### src/rtl/mlfr_pkg.sv
// shared types and constants for the magic-word length-prefixed frame receiver
package mlfr_pkg;

   localparam int LEN_W   = 25;
   localparam int IDLE_W  = 32;
   localparam int ALEN_W  = 32;
   localparam int HOLD_W  = 24;
   localparam int CSR_W   = 32;

   localparam logic [LEN_W-1:0]  EXPECTED_LENGTH_RESET = 25'd4096;
   localparam logic [IDLE_W-1:0] IDLE_LIMIT_RESET      = 32'd5000;

   localparam logic [7:0]        MAGIC_FIRST = 8'h49;       // 'I'
   localparam logic [HOLD_W-1:0] MAGIC_REST  = 24'h4D4730;  // 'M','G','0'

   localparam logic ACTION_BYTE = 1'b0;
   localparam logic ACTION_TICK = 1'b1;

   localparam logic CSR_EXPECTED_LENGTH = 1'b0;
   localparam logic CSR_IDLE_LIMIT      = 1'b1;

   localparam logic [1:0] STATUS_PAYLOAD  = 2'd0;
   localparam logic [1:0] STATUS_BAD_LEN  = 2'd1;
   localparam logic [1:0] STATUS_TIMEOUT  = 2'd2;

   typedef enum logic [1:0] {
      PH_HUNT,
      PH_MAGIC,
      PH_LEN,
      PH_DATA
   } phase_type;

   typedef struct packed {
      phase_type          phase;
      logic [HOLD_W-1:0]  magic_hold;
      logic [ALEN_W-1:0]  length_accum;
      logic [LEN_W-1:0]   byte_count;
      logic [IDLE_W-1:0]  idle_ticks;
   } state_type;

   typedef struct packed {
      logic               valid;
      logic [1:0]         status;
      logic [7:0]         payload_byte;
      logic               last;
      logic [ALEN_W-1:0]  announced_length;
   } result_type;

endpackage

### src/rtl/magic_length_frame_receiver_core.sv
// top level of the magic-word length-prefixed frame receiver
// latency: a result appears in the cycle after its request is accepted
// throughput: one request per cycle; the single result register gates acceptance
// reset: synchronous, active high; hunts for the first magic byte, clears the
// byte and idle counters, and loads expected_length 4096 and idle_limit_ms 5000
module magic_length_frame_receiver_core (
   input  logic                          clock,
   input  logic                          reset,
   input  logic                          req_valid,
   output logic                          req_ready,
   input  logic                          req_action,
   input  logic [7:0]                    req_rx_byte,
   output logic                          rsp_valid,
   input  logic                          rsp_ready,
   output logic [1:0]                    rsp_status,
   output logic [7:0]                    rsp_payload_byte,
   output logic                          rsp_last,
   output logic [mlfr_pkg::ALEN_W-1:0]   rsp_announced_length,
   input  logic                          csr_wr_en,
   input  logic                          csr_index,
   input  logic [mlfr_pkg::CSR_W-1:0]    csr_wdata
);
   import mlfr_pkg::*;

   state_type         state_ff;
   state_type         state_in;
   result_type        result;
   logic [LEN_W-1:0]  expected_length_ff;
   logic [IDLE_W-1:0] idle_limit_ff;
   logic              slot_free;
   logic              accept;

   assign req_ready = slot_free;
   assign accept    = req_valid && slot_free;

   always_ff @(posedge clock) begin
      if (reset) begin
         expected_length_ff <= EXPECTED_LENGTH_RESET;
         idle_limit_ff      <= IDLE_LIMIT_RESET;
      end else if (csr_wr_en) begin
         case (csr_index)
            CSR_EXPECTED_LENGTH: expected_length_ff <= csr_wdata[LEN_W-1:0];
            CSR_IDLE_LIMIT:      idle_limit_ff      <= csr_wdata[IDLE_W-1:0];
            default: begin
            end
         endcase
      end
   end

   mlfr_step u_step (
      .state           (state_ff),
      .action          (req_action),
      .rx_byte         (req_rx_byte),
      .expected_length (expected_length_ff),
      .idle_limit_ms   (idle_limit_ff),
      .state_next      (state_in),
      .result          (result)
   );

   always_ff @(posedge clock) begin
      if (reset) begin
         state_ff.phase        <= PH_HUNT;
         state_ff.magic_hold   <= '0;
         state_ff.length_accum <= '0;
         state_ff.byte_count   <= '0;
         state_ff.idle_ticks   <= '0;
      end else if (accept) begin
         state_ff <= state_in;
      end
   end

   mlfr_out_reg u_out (
      .clock                (clock),
      .reset                (reset),
      .load                 (accept),
      .result               (result),
      .slot_free            (slot_free),
      .rsp_valid            (rsp_valid),
      .rsp_ready            (rsp_ready),
      .rsp_status           (rsp_status),
      .rsp_payload_byte     (rsp_payload_byte),
      .rsp_last             (rsp_last),
      .rsp_announced_length (rsp_announced_length)
   );

endmodule

### src/rtl/mlfr_step.sv
// next-state and result logic for one request
module mlfr_step (
   input  mlfr_pkg::state_type                 state,
   input  logic                                action,
   input  logic [7:0]                          rx_byte,
   input  logic [mlfr_pkg::LEN_W-1:0]          expected_length,
   input  logic [mlfr_pkg::IDLE_W-1:0]         idle_limit_ms,
   output mlfr_pkg::state_type                 state_next,
   output mlfr_pkg::result_type                result
);
   import mlfr_pkg::*;

   logic [IDLE_W-1:0] idle_inc;
   logic [LEN_W-1:0]  count_inc;
   logic [HOLD_W-1:0] hold_shift;
   logic [ALEN_W-1:0] accum_shift;

   assign idle_inc    = (state.idle_ticks == '1) ? state.idle_ticks : state.idle_ticks + 1'b1;
   assign count_inc   = state.byte_count + 1'b1;
   assign hold_shift  = {state.magic_hold[HOLD_W-9:0], rx_byte};
   assign accum_shift = {rx_byte, state.length_accum[ALEN_W-1:8]};

   always_comb begin
      state_next = state;
      result     = '0;
      if (action == ACTION_TICK) begin
         if (state.phase != PH_HUNT) begin
            state_next.idle_ticks = idle_inc;
            if (idle_inc > idle_limit_ms) begin
               state_next.phase      = PH_HUNT;
               state_next.byte_count = '0;
               state_next.idle_ticks = '0;
               result.valid          = 1'b1;
               result.status         = STATUS_TIMEOUT;
            end
         end
      end else begin
         case (state.phase)
            PH_HUNT: begin
               if (rx_byte == MAGIC_FIRST) begin
                  state_next.phase      = PH_MAGIC;
                  state_next.byte_count = '0;
                  state_next.idle_ticks = '0;
               end
            end
            PH_MAGIC: begin
               state_next.idle_ticks = '0;
               state_next.magic_hold = hold_shift;
               state_next.byte_count = count_inc;
               if (count_inc >= LEN_W'(3)) begin
                  state_next.byte_count = '0;
                  state_next.phase      = (hold_shift == MAGIC_REST) ? PH_LEN : PH_HUNT;
               end
            end
            PH_LEN: begin
               state_next.idle_ticks   = '0;
               state_next.length_accum = accum_shift;
               state_next.byte_count   = count_inc;
               if (count_inc >= LEN_W'(4)) begin
                  state_next.byte_count = '0;
                  if (accum_shift != {{(ALEN_W-LEN_W){1'b0}}, expected_length}) begin
                     state_next.phase        = PH_HUNT;
                     result.valid            = 1'b1;
                     result.status           = STATUS_BAD_LEN;
                     result.announced_length = accum_shift;
                  end else if (expected_length == '0) begin
                     state_next.phase = PH_HUNT;
                  end else begin
                     state_next.phase = PH_DATA;
                  end
               end
            end
            PH_DATA: begin
               state_next.idle_ticks = '0;
               state_next.byte_count = count_inc;
               result.valid          = 1'b1;
               result.status         = STATUS_PAYLOAD;
               result.payload_byte   = rx_byte;
               // count wrapping to zero also closes the frame
               if (count_inc >= expected_length || count_inc == '0) begin
                  state_next.phase      = PH_HUNT;
                  state_next.byte_count = '0;
                  result.last           = 1'b1;
               end
            end
            default: begin
               state_next.phase = PH_HUNT;
            end
         endcase
      end
   end

endmodule

### src/rtl/mlfr_out_reg.sv
// result register with valid/ready towards the consumer
module mlfr_out_reg (
   input  logic                          clock,
   input  logic                          reset,
   input  logic                          load,
   input  mlfr_pkg::result_type          result,
   output logic                          slot_free,
   output logic                          rsp_valid,
   input  logic                          rsp_ready,
   output logic [1:0]                    rsp_status,
   output logic [7:0]                    rsp_payload_byte,
   output logic                          rsp_last,
   output logic [mlfr_pkg::ALEN_W-1:0]   rsp_announced_length
);
   import mlfr_pkg::*;

   logic       valid_ff;
   logic       valid_in;
   result_type data_ff;

   assign slot_free = !valid_ff || rsp_ready;

   always_comb begin
      valid_in = valid_ff;
      if (load && result.valid) begin
         valid_in = 1'b1;
      end else if (rsp_ready) begin
         valid_in = 1'b0;
      end
   end

   always_ff @(posedge clock) begin
      if (reset) begin
         valid_ff <= 1'b0;
      end else begin
         valid_ff <= valid_in;
      end
   end

   always_ff @(posedge clock) begin
      if (load && result.valid) begin
         data_ff <= result;
      end
   end

   assign rsp_valid            = valid_ff;
   assign rsp_status           = data_ff.status;
   assign rsp_payload_byte     = data_ff.payload_byte;
   assign rsp_last             = data_ff.last;
   assign rsp_announced_length = data_ff.announced_length;

endmodule
### config.mk
export PLATFORM = sky130hd
export DESIGN_NAME = magic_length_frame_receiver_core
export DESIGN_NICKNAME = d
export VERILOG_FILES = /design/src/rtl/mlfr_pkg.sv /design/src/rtl/magic_length_frame_receiver_core.sv /design/src/rtl/mlfr_step.sv /design/src/rtl/mlfr_out_reg.sv
export SDC_FILE = /design/constraint.sdc
export NUM_CORES = 1
export LEC_CHECK = 0
export BUFFER_PORTS_ARGS = -buffer_cell sky130_fd_sc_hd__buf_2
export CORE_UTILIZATION = 45
export DETAILED_ROUTE_END_ITERATION = 12
export GPL_TIMING_DRIVEN = 1
export PLACE_DENSITY_LB_ADDON = 0.1
export SLEW_MARGIN = 20
export SYNTH_ARGS = -nofsm -noshare
export SYNTH_HDL_FRONTEND = slang
export SYNTH_SLANG_ARGS = --single-unit
### constraint.sdc
create_clock -name clock -period 7.87 [get_ports clock]
set_clock_uncertainty 0.2 [all_clocks]
set_input_delay 0.787 -clock clock [delete_from_list [all_inputs] [get_ports clock]]
set_output_delay 0.787 -clock clock [all_outputs]
set_load 0.02 [all_outputs]
==> results.rst, run 1 <==
.. list-table::
   :header-rows: 1

   * - Metric
     - Value
   * - Post-Syn Nets
     - roughly 1400
   * - Max-slew violation count
     - 0
   * - Total number of vias
     - ~9400
   * - Post-CTS Setup Inserts
     - 0
   * - # DRC
     - 0
   * - Commonest non-fill, non-tap cell in the layout
     - sky130_fd_sc_hd__nand2_1
   * - Clock edge transition at the registers on the reported setup and hold paths
     - roughly 0.090 ns
   * - Tightest Hold Check Type
     - register to register
   * - CP arrival
     - between 6 and 7 ns
   * - Cell count after synthesis
     - ~1300
   * - Proportion of register bits with asynchronous set or reset after synthesis
     - 0
   * - Pwr Density
     - 173.8 nW/µm²
   * - Remaining antenna violation count after routing
     - 0
   * - Fraction of final layout cells sized beyond drive strength 1
     - 0.1152
   * - Depth of the worst register-to-register path
     - 19
   * - Total routed wirelength
     - between 20000 and 30000 µm
   * - Number of hold-slack violations in the final timing report
     - 0
   * - Number of sinks driven by the clock tree
     - 200
   * - Launch point of the worst path
     - state_ff[10]$_SDFFE_PP0P_
   * - First-pass GRT wire length
     - between 40000 and 50000 µm
   * - Post-synthesis sequential element count
     - 200
   * - Cell-by-cell listing of the critical path
     - and4_1 > nand4_1 > or4_1 > nand4_1 > nor3_1 > nand3_1 > xnor2_1 > ha_1 > a21o_1 > a211oi_1 > o211ai_1 > a221oi_1 > and3_1 > nor4b_1 > o21ai_2 > buf_4 > nor2_1 > nand3b_1 > a21oi_1
   * - Most Frequent Cell on Critical Path
     - sky130_fd_sc_hd__nand4_1
   * - Detailed-route vias per instance
     - ~5.5
   * - Count of standard-cell rows
     - 56
   * - Time the final worst path needs with I/O delays and setup
     - about 6 ns
   * - Detailed Routing Iterations Pass 1
     - 5
   * - Last element of the critical path
     - state_ff[29]$_SDFFE_PP0P_
   * - Reg2reg end
     - state_ff[29]$_SDFFE_PP0P_
   * - Data required time at the worst endpoint
     - between 8 and 9 ns
   * - Number of nets in the final layout
     - 1480
   * - Fraction of the yosys area taken by sequential cells
     - 0.4052
   * - Chip Width
     - 157.9 µm
   * - Final-layout setup total negative slack
     - 0 ns
   * - CTS HTree Levels
     - 4
   * - Setup slack of the critical path after layout
     - between 1.5 and 2 ns
   * - Area leader, netlist
     - sky130_fd_sc_hd__dfxtp_1
   * - Max clock buf depth
     - 2
   * - Reg-to-reg startpoint
     - state_ff[10]$_SDFFE_PP0P_
   * - Register area
     - roughly 4400 µm²
   * - Die outline area
     - 24950 µm²
   * - Most frequent cells in the layout
     - 263 x sky130_fd_sc_hd__nand2_1, 157 x sky130_fd_sc_hd__dfxtp_1, 135 x sky130_fd_sc_hd__a21oi_1, 90 x sky130_fd_sc_hd__buf_2, 66 x sky130_fd_sc_hd__nor2_1
   * - Result of the run
     - finished, final reports clean
   * - Total CTS buffers
     - 17
   * - N_diodes
     - 0
   * - Port-buffer cells
     - between 90 and 100
   * - Synth cell types
     - a little under 70
   * - Worst supply voltage drop on vdd
     - roughly 0.15 mV
   * - Area growth, synth to finish
     - 11.89%
   * - Least-Margin Pin Slew
     - between 1 and 1.5 ns
   * - Synth area leaders
     - sky130_fd_sc_hd__dfxtp_1 29%, sky130_fd_sc_hd__edfxtp_1 12%, sky130_fd_sc_hd__nand2_1 9.0%
   * - Overall fraction of global-route tracks in use
     - 0.2473
   * - Share of the synthesized area in the top cell type
     - 0.2872
   * - CTS resizes
     - 0
   * - Crit-path slowest cell
     - sky130_fd_sc_hd__nor2_1
   * - Reported max-cap violation count
     - 0
   * - Number of design-rule violations left by the first detailed-router iteration
     - roughly 630
   * - Max FO, Critical Path
     - 31
   * - Number of enable-type register cells in the synthesized netlist
     - 43
   * - Crit path capture type
     - register
   * - Initial core utilization
     - 0.4621
   * - Filler cell count
     - around 2400
   * - Dominant synthesized flop cell
     - sky130_fd_sc_hd__dfxtp_1
   * - Number of warnings issued by yosys
     - 0
   * - Multi-input logic area
     - approximately 6000 µm²
   * - Max Freq
     - about 160 MHz
   * - Core area
     - around 24000 µm²
   * - Vias in the first global route
     - between 8000 and 9000
   * - Setup slack on the worst flop-to-flop path
     - about 1.8 ns
   * - Worst slack after detailed placement
     - between 1.5 and 2 ns
   * - Buffer type at the clock tree root
     - sky130_fd_sc_hd__clkbuf_16
   * - Post-DR wirelength/cell
     - roughly 18 µm
   * - Share of the clock period used by the worst path
     - 0.7761
   * - Antenna violations before repair
     - 0
   * - Clock insertion delay at the later pin of the skew report
     - between 0.4 and 0.5 ns
   * - DIE HEIGHT
     - between 150 and 200 µm
   * - Pin count of the biggest net entering global routing
     - slightly below 80
   * - Delay of the slowest cell on the worst path
     - 0.85 ns
   * - Mean cell area of the mapped netlist
     - a little over 8 µm²
   * - Clock tree from TritonCTS
     - done
   * - Number of hold buffers added after CTS
     - 0
   * - Kind of critical path
     - register to register
   * - Worst rel slew slack
     - 0.2772
   * - Num ports
     - 92
   * - Placed wire-length estimate
     - 21710 µm
   * - Routability-driven placement congestion ratio
     - approximately 0.87
   * - GRT overflow
     - 0
   * - RSZ-0062 raised after global routing
     - no
   * - Post-Synthesis Cell Area
     - around 11000 µm²
   * - Leakage
     - 0.004841 µW
   * - Total of endpoints with negative setup slack in the final report
     - 0
   * - Startpoint type of the worst setup path
     - register
synthesized netlist by cell type (4+ instances only):
cell	n
sky130_fd_sc_hd__nand2_1	263
sky130_fd_sc_hd__dfxtp_1	157
sky130_fd_sc_hd__a21oi_1	135
sky130_fd_sc_hd__nor2_1	67
sky130_fd_sc_hd__clkbuf_1	63
sky130_fd_sc_hd__inv_1	61
sky130_fd_sc_hd__ha_1	57
sky130_fd_sc_hd__and2_1	49
sky130_fd_sc_hd__edfxtp_1	43
sky130_fd_sc_hd__xnor2_1	40
sky130_fd_sc_hd__nand3_1	37
sky130_fd_sc_hd__xor2_1	36
sky130_fd_sc_hd__nand4_1	33
sky130_fd_sc_hd__o21ai_0	25
sky130_fd_sc_hd__nor3_1	20
sky130_fd_sc_hd__nor4_1	20
sky130_fd_sc_hd__and3_1	18
sky130_fd_sc_hd__o211ai_1	18
sky130_fd_sc_hd__a21o_1	14
sky130_fd_sc_hd__a22oi_1	14
sky130_fd_sc_hd__or3_1	13
sky130_fd_sc_hd__a31oi_1	11
sky130_fd_sc_hd__or2_2	11
sky130_fd_sc_hd__nor2b_1	10
sky130_fd_sc_hd__nand3b_1	9
sky130_fd_sc_hd__nor3b_1	8
sky130_fd_sc_hd__and4_1	7
sky130_fd_sc_hd__a211oi_1	6
sky130_fd_sc_hd__nand2b_1	6
sky130_fd_sc_hd__o21a_1	6
sky130_fd_sc_hd__or4_1	6
sky130_fd_sc_hd__buf_4	5
sky130_fd_sc_hd__buf_1	4
sky130_fd_sc_hd__buf_2	4
sky130_fd_sc_hd__nor4b_1	4
sky130_fd_sc_hd__o21ai_1	4
sky130_fd_sc_hd__o31ai_1	4
worst min-delay path by stage:
stage / startpoint / endpoint / cells after the start
after floorplan: state_ff[103]$_SDFFE_PP0P_ / state_ff[103]$_SDFFE_PP0P_ / 2
after global placement: state_ff[98]$_SDFFE_PP0P_ / state_ff[98]$_SDFFE_PP0P_ / 2
after detailed placement: idle_limit_ff[18]$_SDFFE_PP0P_ / idle_limit_ff[18]$_SDFFE_PP0P_ / 2
after CTS: idle_limit_ff[13]$_SDFFE_PP0P_ / idle_limit_ff[13]$_SDFFE_PP0P_ / 2
after global routing: idle_limit_ff[25]$_SDFFE_PP0P_ / idle_limit_ff[25]$_SDFFE_PP0P_ / 2
final: idle_limit_ff[18]$_SDFFE_PP0P_ / idle_limit_ff[18]$_SDFFE_PP0P_ / 2
registers in the layout, indices dropped and copies added (netlist names):
name	cells
expected_length_ff	25
u_out.rsp_payload_byte	8
state_ff	99
u_out.rsp_valid	1
u_out.rsp_last	1
u_out.rsp_announced_length	32
u_out.rsp_status	2
idle_limit_ff	32
kinds of logic (layout without fill, tap and decap cells):
logic type | count (synthesis) | after routing | share of synthesized area
muxes | 3 | 3 | 0.002858
buffers and inverters | 138 | 195 | 0.04962
AOI/OAI and AO/OA | 265 | 265 | 0.1466
adders and majority gates | 58 | 58 | 0.06609
xor gates and xnor gates | 78 | 78 | 0.06494
and+or+nand+nor | 590 | 590 | 0.2647
DFF | 200 | 200 | 0.4052
critical path: cells and delay by family, from the launching register on:
family          cells  cell delay [ns]
simple gates       10             3.60
compound gates      6             1.07
flops               1             0.38
fa+ha+maj           1             0.27
buf+inv             1             0.26
xor+xnor            1             0.23
per-stage QoR:
stage	power, µW	hold slack, ns	instances	instance area [µm²]	utilization
3_3_place_gp	1216	0.2430	1674	11570	0.4887
2_1_floorplan	1166	0.2316	1332	10940	-
3_5_place_dp	1218	0.2465	1675	11600	0.4899
4_1_cts	2140	0.2587	1707	12230	0.5165
5_1_grt	2192	0.2769	1708	12240	0.5170
6_report	2128	0.2571	1708	12240	0.5170
per-layer routing:
metal  track usage  up-vias  share of wire  wire, µm
met2        0.4200      204           0.48     14400
met3       0.03750       21          0.043      1271
li1              -     4717              -         -
met4       0.05220        0          0.013       392
met5             0        -              0         0
met1        0.3312     4450           0.46     13840
power breakdown:
| part | switching, µW | internal (µW) |
|---|---|---|
| clock network | 488 | 445 |
| logic | 79.6 | 43.9 |
| registers | 16.0 | 1060 |
layout make-up:
cell class | instances | area share
repair buffers | 102 | 0.04609
clock buffers | 17 | 0.03474
well taps | 319 | 0.03260
multi-input cells | 994 | 0.4889
clock inverters | 15 | 0.01686
flip-flops and latches | 200 | 0.3622
inverters | 61 | 0.01870
(Power assumes the default switching activity.)
==> inputs of run 2 (changes only) <==
ABC_AREA = 1   (was not set)
clock period = 6.31 ns   (was 7.87 ns; I/O delays follow)
==> run 2 against run 1 <==
  * Setup slack lost 0.81 ns
  * Sequential share of layout area is essentially flat
  * Sequential cell count stayed put
  * First-iteration DRC count grew 8.7%
  * Critical endpoint is now u_out.rsp_announced_length[22]$_SDFFCE_PP0P_
  * Highest routed layer unchanged
==> results.rst, run 2 <==
.. list-table::
   :header-rows: 1

   * - Metric
     - Value
   * - Result of the run
     - finished, final reports clean (unchanged)
   * - Synth Area in Compound Gates
     - 0.1493 (was 0.1466)
   * - Proportion of register bits with asynchronous set or reset after synthesis
     - 0 (unchanged)
   * - Remaining antenna violation count after routing
     - 0 (unchanged)
   * - Fraction of final layout cells sized beyond drive strength 1
     - 0.1412 (was 0.1152)
   * - Mean cell area of the mapped netlist
     - 7.371 µm² (was 8.215 µm²)
   * - Total of endpoints with negative setup slack in the final report
     - 0 (unchanged)
   * - Share of the clock period used by the worst path
     - 0.8492 (was 0.7761)
   * - Number of hold buffers added after CTS
     - 0 (unchanged)
   * - Share of the synthesized area in the top cell type
     - 0.2873 (was 0.2872)
   * - Clock insertion delay at the later pin of the skew report
     - 0.44 ns (was 0.45 ns)
   * - Xor/xnor share of the synthesized area
     - 0.03603 (was 0.06494)
   * - P_sw
     - 688.3 µW (was 583.4 µW)
   * - Dominant synthesized flop cell
     - sky130_fd_sc_hd__dfxtp_1 (unchanged)
   * - Post-Syn Nets
     - 1588 (was 1436)
   * - Number of enable-type register cells in the synthesized netlist
     - 43 (unchanged)
   * - Die outline area
     - 24930 µm² (was 24950 µm²)
   * - Int Pwr
     - 1917 µW (was 1544 µW)
   * - Number of design-rule violations left by the first detailed-router iteration
     - 684 (was 629)
   * - Post-Synthesis Cell Area
     - 10940 µm² (about the same)
   * - Antenna violations before repair
     - 0 (unchanged)
   * - Worst slack after detailed placement
     - 1.059 ns (was 1.836 ns)
   * - Initial core utilization
     - 0.4619 (was 0.4621)
   * - Worst rel slew slack
     - 0.4508 (was 0.2772)
   * - Cell count after synthesis
     - 1484 (was 1332)
   * - Worst supply voltage drop on vdd
     - 0.1887 mV (was 0.1472 mV)
   * - Adder-cell share of the synthesized area
     - 0.06520 (was 0.06609)
   * - Least-Margin Pin Slew
     - 0.8238 ns (was 1.080 ns)
   * - Reg-to-reg startpoint
     - state_ff[0]$_SDFFE_PP0P_ (was state_ff[10]$_SDFFE_PP0P_)
   * - Buffer type at the clock tree root
     - sky130_fd_sc_hd__clkbuf_16 (unchanged)
   * - Synth Area in Simple Gates
     - 0.2525 (was 0.2647)
   * - Hold path depth
     - 3 (was 2)
   * - Number of flip-flops in the largest register
     - 99 (unchanged)
   * - Number of hold-slack violations in the final timing report
     - 0 (unchanged)
   * - Detailed Routing Iterations Pass 1
     - 5 (unchanged)
   * - CP arrival
     - 5.24 ns (was 6.28 ns)
   * - Number of warnings issued by yosys
     - 0 (unchanged)
   * - Area growth, synth to finish
     - 11.79% (was 11.89%)
   * - Startpoint type of the worst setup path
     - register (unchanged)
   * - Number of sinks driven by the clock tree
     - 200 (unchanged)
   * - Worst min-delay path endpoint
     - idle_limit_ff[12]$_SDFFE_PP1P_ (was idle_limit_ff[18]$_SDFFE_PP0P_)
   * - Reg2reg end
     - u_out.rsp_announced_length[22]$_SDFFCE_PP0P_ (was state_ff[29]$_SDFFE_PP0P_)
   * - # DRC
     - 0 (unchanged)
   * - Part of the total power dissipated in the clock network
     - 0.419 (was 0.439)
   * - Synth cell types
     - 39 (was 68)
   * - Leakage
     - 0.005173 µW (was 0.004841 µW)
   * - Proportion of power drawn by flip-flops and latches
     - 0.514 (was 0.503)
   * - Placed wire-length estimate
     - 22340 µm (was 21710 µm)
   * - Port-buffer cells
     - 91 (unchanged)
   * - Number of nets in the final layout
     - 1656 (was 1480)
   * - Switch share
     - 0.2642 (was 0.2742)
   * - Routability-driven placement congestion ratio
     - 0.9363 (was 0.8701)
   * - Synth area leaders
     - sky130_fd_sc_hd__dfxtp_1 29%, sky130_fd_sc_hd__edfxtp_1 12%, sky130_fd_sc_hd__nand2_1 9.9% (was sky130_fd_sc_hd__dfxtp_1 29%, sky130_fd_sc_hd__edfxtp_1 12%, sky130_fd_sc_hd__nand2_1 9.0%)
   * - Depth of the worst register-to-register path
     - 23 (was 19)
   * - Clock tree from TritonCTS
     - done (unchanged)
   * - Pin count of the biggest net entering global routing
     - 95 (was 77)
   * - Reported max-cap violation count
     - 0 (unchanged)
   * - RSZ-0062 raised after global routing
     - no (unchanged)
   * - CTS resizes
     - 0 (unchanged)
   * - Max clock buf depth
     - 2 (unchanged)
   * - Comb power frac
     - 0.067 (was 0.058)
   * - Fraction of the yosys area taken by sequential cells
     - 0.4054 (was 0.4052)
   * - Crit path capture type
     - register (unchanged)
   * - Data required time at the worst endpoint
     - 6.19 ns (was 8.04 ns)
   * - Chip Width
     - 157.9 µm (about the same)
   * - GRT overflow
     - 0 (unchanged)
   * - N_diodes
     - 0 (unchanged)
   * - Commonest non-fill, non-tap cell in the layout
     - sky130_fd_sc_hd__nand2_1 (unchanged)
   * - Max-slew violation count
     - 0 (unchanged)
   * - Tightest Hold Check Type
     - input port to register (was register to register)
   * - Clock edge transition at the registers on the reported setup and hold paths
     - 0.08 ns (was 0.09 ns)
   * - First-pass GRT wire length
     - 47180 µm (was 47440 µm)
   * - Largest Register
     - state_ff (unchanged)
   * - Vias in the first global route
     - 8853 (was 8688)
   * - Post-CTS Setup Inserts
     - 0 (unchanged)
   * - Total CTS buffers
     - 17 (unchanged)
   * - Overall fraction of global-route tracks in use
     - 0.2453 (was 0.2473)
   * - Setup slack on the worst flop-to-flop path
     - 0.95 ns (was 1.76 ns)
   * - CTS HTree Levels
     - 4 (unchanged)
   * - Most numerous cell in the Yosys netlist
     - sky130_fd_sc_hd__nand2_1 (unchanged)
   * - Count of standard-cell rows
     - 56 (unchanged)
   * - Max FO, Critical Path
     - 43 (was 31)
   * - Most frequent cells in the layout
     - 288 x sky130_fd_sc_hd__nand2_1, 187 x sky130_fd_sc_hd__inv_1, 157 x sky130_fd_sc_hd__a21oi_1, 157 x sky130_fd_sc_hd__dfxtp_1, 150 x sky130_fd_sc_hd__nor2_1 (was 263 x sky130_fd_sc_hd__nand2_1, 157 x sky130_fd_sc_hd__dfxtp_1, 135 x sky130_fd_sc_hd__a21oi_1, 90 x sky130_fd_sc_hd__buf_2, 66 x sky130_fd_sc_hd__nor2_1)
   * - Post-route design area
     - 12230 µm² (was 12240 µm²)
   * - Total power after layout
     - 2605 µW (was 2128 µW)
   * - Post-synthesis sequential element count
     - 200 (unchanged)
   * - Origin of the worst min-delay path
     - csr_wdata[12] (was idle_limit_ff[18]$_SDFFE_PP0P_)
   * - Time the final worst path needs with I/O delays and setup
     - 5.359 ns (was 6.108 ns)
   * - Total routed wirelength
     - 29640 µm (was 29900 µm)
   * - Mux share of post-synthesis cell area
     - 0.0009151 (was 0.002858)
   * - Pwr Density
     - 213.0 nW/µm² (was 173.8 nW/µm²)
   * - Core occupancy in the finished layout
     - 0.5163 (was 0.5170)
   * - Setup slack of the critical path after layout
     - 0.9514 ns (was 1.762 ns)
   * - Post-DR wirelength/cell
     - 15.73 µm (was 17.51 µm)
   * - Core area
     - 23680 µm² (unchanged)
   * - Post-synth top cells
     - 288 x sky130_fd_sc_hd__nand2_1, 188 x sky130_fd_sc_hd__inv_1, 157 x sky130_fd_sc_hd__a21oi_1, 157 x sky130_fd_sc_hd__dfxtp_1, 152 x sky130_fd_sc_hd__nor2_1 (was 263 x sky130_fd_sc_hd__nand2_1, 157 x sky130_fd_sc_hd__dfxtp_1, 135 x sky130_fd_sc_hd__a21oi_1, 67 x sky130_fd_sc_hd__nor2_1, 63 x sky130_fd_sc_hd__clkbuf_1)
   * - Kind of critical path
     - register to register (unchanged)
   * - DIE HEIGHT
     - 157.9 µm (about the same)
   * - Post-place instance area
     - 11650 µm² (was 11600 µm²)
   * - Num ports
     - 92 (unchanged)
   * - Area leader, netlist
     - sky130_fd_sc_hd__dfxtp_1 (unchanged)
   * - Dominant combinational cell family by area after synthesis
     - simple AND/OR/NAND/NOR gates (unchanged)
   * - Filler cell count
     - 2435 (was 2355)
   * - Total number of vias
     - 9785 (was 9392)
   * - Detailed-route vias per instance
     - 5.194 (was 5.499)
   * - Final-layout setup total negative slack
     - 0 ns (unchanged)
   * - Max Freq
     - 186.6 MHz (was 163.7 MHz)
==> run 2: cell types whose count changed after synthesis, sizes merged, moves of 22 or more <==
cell	previous run	this run
and2	49	1
nand3	38	66
a21oi	135	177
nand2	263	319
xnor2	40	18
nor2	67	168
o21ai	29	102
inv	61	200
==> run 2: layout make-up <==
class	instances	area, µm²	area share
clock buffers	19	442.9	0.03622
well taps	319	399.1	0.03264
multi-input cells	1028	5525	0.4519
clock inverters	13	130.1	0.01064
repair buffers	101	530.5	0.04338
inverters	204	765.7	0.06262
flip-flops and latches	200	4434	0.3626
==> run 2: how the worst max path moves through the flow <==
stage	start	endpoint	slack, ns	depth (start not counted)
floorplan	state_ff[0]$_SDFFE_PP0P_	u_out.rsp_announced_length[0]$_SDFFCE_PP0P_	1.82	21
global placement	state_ff[0]$_SDFFE_PP0P_	u_out.rsp_announced_length[1]$_SDFFCE_PP0P_	1.25	23
detailed placement	state_ff[0]$_SDFFE_PP0P_	u_out.rsp_announced_length[6]$_SDFFCE_PP0P_	1.06	23
CTS	state_ff[0]$_SDFFE_PP0P_	u_out.rsp_announced_length[22]$_SDFFCE_PP0P_	1.02	23
global route	state_ff[0]$_SDFFE_PP0P_	u_out.rsp_announced_length[25]$_SDFFCE_PP0P_	0.44	23
finish	state_ff[0]$_SDFFE_PP0P_	u_out.rsp_announced_length[22]$_SDFFCE_PP0P_	0.95	23
==> run 2: power by group through the flow <==
stage	clock [µW]	sequential (µW)	combinational, µW
final	1090	1340	174
after global placement	0	1370	172
after detailed placement	0	1370	174
after global routing	1160	1340	197
after CTS	1100	1340	175
after floorplan	0	1360	111
==> run 2: metrics by stage <==
stage,std cells,hold WS [ns]
finish,1884,0.2440
global route,1884,0.2478
CTS,1884,0.2424
detailed placement,1852,0.2472
global placement,1852,0.2524
floorplan,1484,0.2290
==> run 2: routing by layer <==
metal / up-vias / part of all wire / GRT usage
met3: 31 / 0.045 / 0.03175
met1: 4510 / 0.50 / 0.3508
li1: 5002 / - / -
met5: - / 0 / 0
met2: 242 / 0.44 / 0.3885
met4: 0 / 0.015 / 0.06056
==> run 2: worst max-delay path, cell delays in order, from the launching register on <==
cell and delay (ns):
sky130_fd_sc_hd__dfxtp_1 0.39, sky130_fd_sc_hd__ha_1 0.20, sky130_fd_sc_hd__nand2_1 0.08, sky130_fd_sc_hd__nor3_2 0.33
sky130_fd_sc_hd__nand2_1 0.18, sky130_fd_sc_hd__nor2_2 0.17, sky130_fd_sc_hd__nand3_1 0.12, sky130_fd_sc_hd__nor2_1 0.19
sky130_fd_sc_hd__nand2_1 0.33, sky130_fd_sc_hd__nand3_1 0.22, sky130_fd_sc_hd__nor2_1 0.09, sky130_fd_sc_hd__nand2_1 0.11
sky130_fd_sc_hd__o21ai_0 0.09, sky130_fd_sc_hd__and2_1 0.16, sky130_fd_sc_hd__ha_1 0.29, sky130_fd_sc_hd__nand4_1 0.12
sky130_fd_sc_hd__nor4_1 0.69, sky130_fd_sc_hd__nand2_1 0.11, sky130_fd_sc_hd__nand2_1 0.11, sky130_fd_sc_hd__nand4_1 0.12
sky130_fd_sc_hd__nand3_1 0.11, sky130_fd_sc_hd__nand2_1 0.08, sky130_fd_sc_hd__inv_1 0.06, sky130_fd_sc_hd__buf_4 0.43
==> run 2: logic make-up (layout without fill, tap and decap cells) <==
kind of cell | count (synthesis) | count (layout)
XOR/XNOR | 45 | 45
flip-flops | 200 | 200
AO/OA/AOI/OAI | 301 | 301
multiplexers | 1 | 1
AND/OR/NAND/NOR | 624 | 624
buffers and inverters | 256 | 337
adder cells (fa/ha/maj) | 57 | 57
